## config.mk

```make
export PLATFORM = sky130hd
export DESIGN_NAME = base32_stream_encoder
export DESIGN_NICKNAME = d
export VERILOG_FILES = /design/src/sv/b32e_pkg.sv /design/src/sv/base32_stream_encoder.sv /design/src/sv/b32e_front.sv /design/src/sv/b32e_fifo.sv /design/src/sv/b32e_back.sv
export SDC_FILE = /design/constraint.sdc
export NUM_CORES = 1
export LEC_CHECK = 0
export BUFFER_PORTS_ARGS = -buffer_cell sky130_fd_sc_hd__clkbuf_2
export CORE_MARGIN = 2
export CORE_UTILIZATION = 50
export CTS_CLUSTER_SIZE = 12
export DETAILED_ROUTE_END_ITERATION = 10
export GPL_TIMING_DRIVEN = 0
export PLACE_DENSITY = 0.72
export SYNTH_ARGS = -nofsm -noshare
export SYNTH_HDL_FRONTEND = slang
export SYNTH_SLANG_ARGS = --single-unit
```

## constraint.sdc

```tcl
create_clock -name aclk -period 3.6 [get_ports aclk]
set_clock_uncertainty 0.15 [all_clocks]
set_input_delay 0.36 -clock aclk [delete_from_list [all_inputs] [get_ports aclk]]
set_output_delay 0.36 -clock aclk [all_outputs]
set_load 0.02 [all_outputs]
```

## src/sv/b32e_pkg.sv

```systemverilog
`timescale 1ns / 1ps
// shared types, constants and the character map for the base32 stream encoder
// no dependencies

package b32e_pkg;

    localparam int SYM_W       = 5;
    localparam int CHAR_W      = 8;
    localparam int MAX_SYMS    = 3;
    localparam int NSYM_W      = 2;
    localparam int NPAD_W      = 3;
    localparam int IDX_W       = 4;
    localparam int QUEUE_DEPTH = 4;
    localparam int QPTR_W      = $clog2(QUEUE_DEPTH);
    localparam int QCNT_W      = $clog2(QUEUE_DEPTH + 1);

    localparam logic [CHAR_W-1:0] PAD_CHAR    = 8'h3D;
    localparam logic [CHAR_W-1:0] CHAR_A      = 8'h41;
    localparam logic [CHAR_W-1:0] CHAR_2      = 8'h32;
    localparam logic [SYM_W-1:0]  ALPHA_COUNT = 5'd26;

    // byte position within a 5-byte group
    typedef enum logic [2:0] {
        POS_0 = 3'd0,
        POS_1 = 3'd1,
        POS_2 = 3'd2,
        POS_3 = 3'd3,
        POS_4 = 3'd4
    } pos_t;

    // one request from the front to the back: symbols, then '=' padding
    typedef struct packed {
        logic [MAX_SYMS-1:0][SYM_W-1:0] syms;
        logic [NSYM_W-1:0]              nsym;
        logic [NPAD_W-1:0]              npad;
        logic                           eot;
    } cmd_t;

    function automatic logic [CHAR_W-1:0] sym_to_char(input logic [SYM_W-1:0] v);
        logic [CHAR_W-1:0] ch;
        if (v < ALPHA_COUNT) begin
            ch = CHAR_A + {{(CHAR_W-SYM_W){1'b0}}, v};
        end else begin
            ch = CHAR_2 + {{(CHAR_W-SYM_W){1'b0}}, v - ALPHA_COUNT};
        end
        return ch;
    endfunction

endpackage

```

## src/sv/base32_stream_encoder.sv

```systemverilog
`timescale 1ns / 1ps
// base32 stream encoder top level: front end, request queue, back end
// depends on b32e_pkg, b32e_front, b32e_fifo, b32e_back
//
// usage:
//   input channel s_valid/s_ready carries one raw byte per request
//   (s_data_byte) and s_final_byte marking the last byte of a message.
//   output channel m_valid/m_ready carries one character per request
//   (m_out_char, A-Z, 2-7 or '=') with m_end_of_text on the last one.
//   each byte yields one or two characters; a final byte that leaves its
//   group open adds a zero-filled leftover character and '=' padding up
//   to eight per group. the back end emits one character per cycle while
//   the queue holds a request and m_ready is high; a final byte can add
//   up to eight characters for its group.
//   with the queue and output register empty, a byte's first character
//   is written to a queue entry when the byte is accepted and then
//   loaded into the output register that drives m_valid.
//   a four-entry request queue lets bytes keep coming while padding drains.
//   reset clears group position, carry bits, queue and output valid bit.
//   when m_ready is low a valid output register holds; the queue fills and
//   s_ready drops once it is full.

module base32_stream_encoder (
    input  logic       aclk,
    input  logic       aresetn,
    input  logic       s_valid,
    output logic       s_ready,
    input  logic [7:0] s_data_byte,
    input  logic       s_final_byte,
    output logic       m_valid,
    input  logic       m_ready,
    output logic [7:0] m_out_char,
    output logic       m_end_of_text
);
    import b32e_pkg::*;

    cmd_t push_cmd, head_cmd;
    logic push, full, pop, empty;

    b32e_front u_front (
        .aclk       (aclk),
        .aresetn    (aresetn),
        .byte_valid (s_valid),
        .data_byte  (s_data_byte),
        .final_byte (s_final_byte),
        .queue_full (full),
        .byte_ready (s_ready),
        .cmd_push   (push),
        .cmd        (push_cmd)
    );

    b32e_fifo u_fifo (
        .aclk      (aclk),
        .aresetn   (aresetn),
        .push      (push),
        .push_data (push_cmd),
        .full      (full),
        .pop       (pop),
        .head      (head_cmd),
        .empty     (empty)
    );

    b32e_back u_back (
        .aclk        (aclk),
        .aresetn     (aresetn),
        .head        (head_cmd),
        .empty       (empty),
        .pop         (pop),
        .out_valid   (m_valid),
        .out_char    (m_out_char),
        .end_of_text (m_end_of_text),
        .out_ready   (m_ready)
    );

endmodule

```

## src/sv/b32e_front.sv

```systemverilog
`timescale 1ns / 1ps
// front end: takes raw bytes, splits them into 5-bit symbols and builds requests
// depends on b32e_pkg

module b32e_front (
    input  logic                          aclk,
    input  logic                          aresetn,
    input  logic                          byte_valid,
    input  logic [7:0]                    data_byte,
    input  logic                          final_byte,
    input  logic                          queue_full,
    output logic                          byte_ready,
    output logic                          cmd_push,
    output b32e_pkg::cmd_t                cmd
);
    import b32e_pkg::*;

    pos_t       pos_reg, pos_next;
    logic [3:0] carry_reg, carry_next;
    logic       take;

    assign byte_ready = !queue_full;
    assign take       = byte_valid && !queue_full;
    assign cmd_push   = take;

    always_comb begin
        pos_next = POS_0;
        case (pos_reg)
            POS_1: begin
                pos_next = POS_2;
            end
            POS_2: begin
                pos_next = POS_3;
            end
            POS_3: begin
                pos_next = POS_4;
            end
            POS_4: begin
                pos_next = POS_0;
            end
            default: begin
                pos_next = POS_1;
            end
        endcase
        if (final_byte) begin
            pos_next = POS_0;
        end
    end

    always_comb begin
        logic [SYM_W-1:0] tail;
        logic [NSYM_W-1:0] nsym;
        logic [NPAD_W-1:0] npad;
        logic [7:0] b;
        b          = data_byte;
        cmd.syms   = '0;
        cmd.eot    = final_byte;
        tail       = '0;
        nsym       = 2'd1;
        npad       = 3'd0;
        carry_next = 4'd0;
        case (pos_reg)
            POS_1: begin
                cmd.syms[0] = {carry_reg[2:0], b[7:6]};
                cmd.syms[1] = b[5:1];
                tail        = {b[0], 4'b0};
                nsym        = 2'd2;
                npad        = 3'd4;
                carry_next  = {3'b0, b[0]};
            end
            POS_2: begin
                cmd.syms[0] = {carry_reg[0], b[7:4]};
                tail        = {b[3:0], 1'b0};
                nsym        = 2'd1;
                npad        = 3'd3;
                carry_next  = b[3:0];
            end
            POS_3: begin
                cmd.syms[0] = {carry_reg[3:0], b[7]};
                cmd.syms[1] = b[6:2];
                tail        = {b[1:0], 3'b0};
                nsym        = 2'd2;
                npad        = 3'd1;
                carry_next  = {2'b0, b[1:0]};
            end
            POS_4: begin
                cmd.syms[0] = {carry_reg[1:0], b[7:5]};
                cmd.syms[1] = b[4:0];
                nsym        = 2'd2;
                npad        = 3'd0;
                carry_next  = 4'd0;
            end
            default: begin
                cmd.syms[0] = b[7:3];
                tail        = {b[2:0], 2'b0};
                nsym        = 2'd1;
                npad        = 3'd6;
                carry_next  = {1'b0, b[2:0]};
            end
        endcase

        // a group that closed on this byte has no tail and no padding
        if (final_byte && pos_reg != POS_4) begin
            cmd.syms[nsym] = tail;
            cmd.nsym       = nsym + 2'd1;
            cmd.npad       = npad;
        end else begin
            cmd.nsym       = nsym;
            cmd.npad       = 3'd0;
        end
        if (final_byte) begin
            carry_next = 4'd0;
        end
    end

    always_ff @(posedge aclk) begin
        if (!aresetn) begin
            pos_reg   <= POS_0;
            carry_reg <= 4'd0;
        end else if (take) begin
            pos_reg   <= pos_next;
            carry_reg <= carry_next;
        end
    end

endmodule

```

## src/sv/b32e_fifo.sv

```systemverilog
`timescale 1ns / 1ps
// short request queue between the front and back ends
// depends on b32e_pkg

module b32e_fifo (
    input  logic           aclk,
    input  logic           aresetn,
    input  logic           push,
    input  b32e_pkg::cmd_t push_data,
    output logic           full,
    input  logic           pop,
    output b32e_pkg::cmd_t head,
    output logic           empty
);
    import b32e_pkg::*;

    cmd_t              entry_reg [QUEUE_DEPTH];
    logic [QPTR_W-1:0] wr_ptr_reg, wr_ptr_next;
    logic [QPTR_W-1:0] rd_ptr_reg, rd_ptr_next;
    logic [QCNT_W-1:0] count_reg, count_next;
    logic              do_push, do_pop;

    assign full    = (count_reg == QCNT_W'(QUEUE_DEPTH));
    assign empty   = (count_reg == '0);
    assign do_push = push && !full;
    assign do_pop  = pop && !empty;
    assign head    = entry_reg[rd_ptr_reg];

    always_comb begin
        wr_ptr_next = do_push ? wr_ptr_reg + 1'b1 : wr_ptr_reg;
        rd_ptr_next = do_pop  ? rd_ptr_reg + 1'b1 : rd_ptr_reg;
        count_next  = count_reg;
        if (do_push && !do_pop) begin
            count_next = count_reg + 1'b1;
        end else if (do_pop && !do_push) begin
            count_next = count_reg - 1'b1;
        end
    end

    always_ff @(posedge aclk) begin
        if (do_push) begin
            entry_reg[wr_ptr_reg] <= push_data;
        end
    end

    always_ff @(posedge aclk) begin
        if (!aresetn) begin
            wr_ptr_reg <= '0;
            rd_ptr_reg <= '0;
            count_reg  <= '0;
        end else begin
            wr_ptr_reg <= wr_ptr_next;
            rd_ptr_reg <= rd_ptr_next;
            count_reg  <= count_next;
        end
    end

endmodule

```

## src/sv/b32e_back.sv

```systemverilog
`timescale 1ns / 1ps
// back end: walks each request one character per cycle into the output register
// while out_ready allows it; depends on b32e_pkg

module b32e_back (
    input  logic           aclk,
    input  logic           aresetn,
    input  b32e_pkg::cmd_t head,
    input  logic           empty,
    output logic           pop,
    output logic           out_valid,
    output logic [7:0]     out_char,
    output logic           end_of_text,
    input  logic           out_ready
);
    import b32e_pkg::*;

    logic [IDX_W-1:0]  idx_reg, idx_next;
    logic              valid_reg, valid_next;
    logic [CHAR_W-1:0] char_reg, char_next;
    logic              eot_reg, eot_next;
    logic [IDX_W-1:0]  total;
    logic              last_char, load;

    assign total     = IDX_W'(head.nsym) + IDX_W'(head.npad);
    assign last_char = (idx_reg == total - 1'b1);
    assign load      = !empty && (!valid_reg || out_ready);
    assign pop       = load && last_char;

    always_comb begin
        idx_next   = idx_reg;
        valid_next = valid_reg && !out_ready;
        char_next  = char_reg;
        eot_next   = eot_reg;
        if (load) begin
            valid_next = 1'b1;
            eot_next   = head.eot && last_char;
            if (idx_reg < IDX_W'(head.nsym)) begin
                char_next = sym_to_char(head.syms[idx_reg[NSYM_W-1:0]]);
            end else begin
                char_next = PAD_CHAR;
            end
            idx_next = last_char ? '0 : idx_reg + 1'b1;
        end
    end

    always_ff @(posedge aclk) begin
        char_reg <= char_next;
        eot_reg  <= eot_next;
    end

    always_ff @(posedge aclk) begin
        if (!aresetn) begin
            idx_reg   <= '0;
            valid_reg <= 1'b0;
        end else begin
            idx_reg   <= idx_next;
            valid_reg <= valid_next;
        end
    end

    assign out_valid   = valid_reg;
    assign out_char    = char_reg;
    assign end_of_text = eot_reg;

endmodule
```

==> impl_results.md <==
- Top-count cell post-synth: edfxtp_1
- Initial core utilization: 0.5097
- Antenna violations before repair: 0
- DR vias/cell: 5.601
- Setup Viol. Count Final: 2
- Final WS setup: -210.0 ps
- PortBufs: 22
- Wire per inst: 17.45 um
- Minimum clock period: 3810 ps
- Max cap viols: 0
- Pwr/cell area: 714.2 nW/um^2
- RSZ-0062 raised after global routing: true
- Post-Route WL: 9.962 mm
- Die span in x: 105.9 um
- Critical path class: flip-flop to flip-flop
- Final #Nets: 459
- Synthesized area: 5191 um^2
- CTS tree: built
- Seq cells post-synth: 109
- Synth Instances: 382
- Overflow after GRT: 0
- Share of post-route cells with drive strength above 1: 0.2092
- Req. time, crit path: 3760 ps
- Total GRT Usage: 0.1928
- GPL Wtd Cong: 0.8914
- CP endpoint kind: flip-flop
- Area leader, netlist: edfxtp_1
- Tcrit/Tclk final: 1.058
- Crit start category: flip-flop
- Clock Path Buffers: 2
- Pwr Total: 4178 uW
- Post-synth cell types: 52
- CTS H-tree lvls: 3
- Worst min path class: input pin to flip-flop
- Top post-synthesis cells by area: edfxtp_1, dfxtp_1, mux4_2
- Leakage power: 0.002032 uW
- First-pass GRT wire length: 16.35 mm
- Pre-Repair DR Iteration Count: 4
- Number of global-route vias before repair: 3262
- Ys async rst share: 0
- Failing checks: setup timing
- Final number of max-transition violations: 0
- Syn Area/Cell: 13.59 um^2
- Num rows: 37
- Die Area: 11210 um^2
- Fin Hold WS: 72.21 ps
- Max-slew headroom: 0.2962
- Warnings from Yosys: 0
- Dominant synthesized flop cell: edfxtp_1
- Via count: 3198
- Crit path DAT: 3970 ps
- Maximum clock frequency: 0.2625 GHz
- Status: complete, but fails checks
- Post-route design area: 5851 um^2
- Final Hold Fails: 0
- Post-DP HPWL: 6.974 mm
- Worst skew pair latency: 380 ps
- Post-DRT Antenna Nets: 0
- Core outline area: 10180 um^2
- P&R area growth vs syn: 12.70%
- DRC: 0
- CTS hold repair buffers: 0
- Worst vdd ir: 0.3129 mV
- Reg clk slew, reported paths: 90 ps
- Height of the die: 105.9 um
- Max reg flops: 80
- Seq/Total Area, Yosys: 0.5900
- Fillers: 814
- Post-DP Area: 5547 um^2
- CTS Sinks: 109
- # diodes: 0
- Clock root cell: clkbuf_8
- Largest net degree at the start of global routing: 21
- Slew @ Worst Pin: 1056 ps
- Share of the synthesized area in the top cell type: 0.5090
- CP max FO: 6
- IO Pins: 24
- DR iter-0 viols: 158
- TritonCTS Buffers: 9
- Post-synth top cells: edfxtp_1, dfxtp_1, nand2_1
- Number of flops mapped to enable cells by yosys: 88
- R2r setup slk: -210 ps
[stage by stage]
stage,setup slack [ps],util,instances,setup TNS [ps]
6_report,-210.0,0.5744,571,-312.2
5_1_grt,-393.0,0.5744,571,-645.5
4_1_cts,-273.6,0.5738,572,-444.1
3_5_place_dp,-545.5,0.5446,548,-1295
3_3_place_gp,-477.9,0.5446,548,-1147
2_1_floorplan,-189.0,-,390,-283.2
[report_power, final]
group	switching [uW]	internal, uW
sequential	76.7	1660
clock	396	321
combinational	980	749
total	1450	2730
[placed cells by master, fill, tap and decap left out, types with 10 or more instances in the layout]
| cell | netlist | layout |
|---|---|---|
| mux2i_1 | 17 | 17 |
| o21ai_0 | 16 | 16 |
| dfxtp_1 | 21 | 20 |
| clkbuf_2 | 0 | 22 |
| ha_1 | 14 | 10 |
| a21oi_1 | 13 | 13 |
| and2_1 | 10 | 10 |
| mux4_2 | 14 | 14 |
| inv_1 | 18 | 12 |
| nand2_1 | 19 | 19 |
| edfxtp_1 | 88 | 88 |
| nor2_1 | 18 | 18 |
| a221oi_1 | 10 | 10 |
| clkbuf_1 | 14 | 15 |
[worst max-delay path, cell delays in order (launching register included)]
cell	delay (ps)
dfxtp_4	380
buf_12	110
buf_12	110
mux4_2	500
inv_2	80
ha_2	160
inv_2	40
ha_4	150
fa_1	550
xor2_2	200
nor3_4	90
nand3_4	110
ha_4	140
inv_2	30
fa_2	320
xor2_1	170
or3_1	340
a21boi_1	120
[layout make-up]
| class | count | area, um^2 | area share |
|---|---|---|---|
| Clock inverter | 6 | 62.56 | 0.01069 |
| Inverter | 19 | 71.32 | 0.01219 |
| Timing Repair Buffer | 30 | 170.2 | 0.02908 |
| Tap cell | 136 | 170.2 | 0.02908 |
| Sequential cell | 109 | 3067 | 0.5242 |
| Multi-Input combinational cell | 241 | 2058 | 0.3518 |
| Clock buffer | 10 | 127.6 | 0.02181 |
| Buffer | 20 | 123.9 | 0.02117 |
[repair_timing]
action	CTS	global route
setup endpoints to repair	3	2
setup buffers	8	0
pin swaps	4	6
cloned	0	0
resized for setup	9	6
[kinds of logic (layout without fill, tap and decap cells)]
family,Yosys count,count (layout),synth area share
compound gates,70,70,0.09810
buf+inv,40,85,0.03639
mux,35,35,0.1080
xor+xnor,17,17,0.02868
other cells,1,9,0.0007224
simple gates,94,94,0.09665
flops,109,109,0.5900
fa+ha+maj,16,16,0.04146
[worst paths after layout]
path	start	endpoint	depth (start not counted)
worst max-delay path	flip-flop	u_fifo.count_reg[2]	17
worst min-delay path	s_final_byte	u_fifo.entry_reg[2][0]	1
worst max register to register	flip-flop	u_fifo.count_reg[2]	17
worst min register to register	u_back.out_valid	u_back.out_valid	2
[routing by layer]
metal	vias to the layer above	wire length [um]	share of wire	GRT usage
li1	1523	-	-	-
met1	1555	4219	0.42	0.2382
met2	101	4986	0.50	0.3272
met3	19	480	0.048	0.03250
met4	0	275	0.028	0.09962
met5	-	0	0	0
Power figures use the tool's default switching activity.
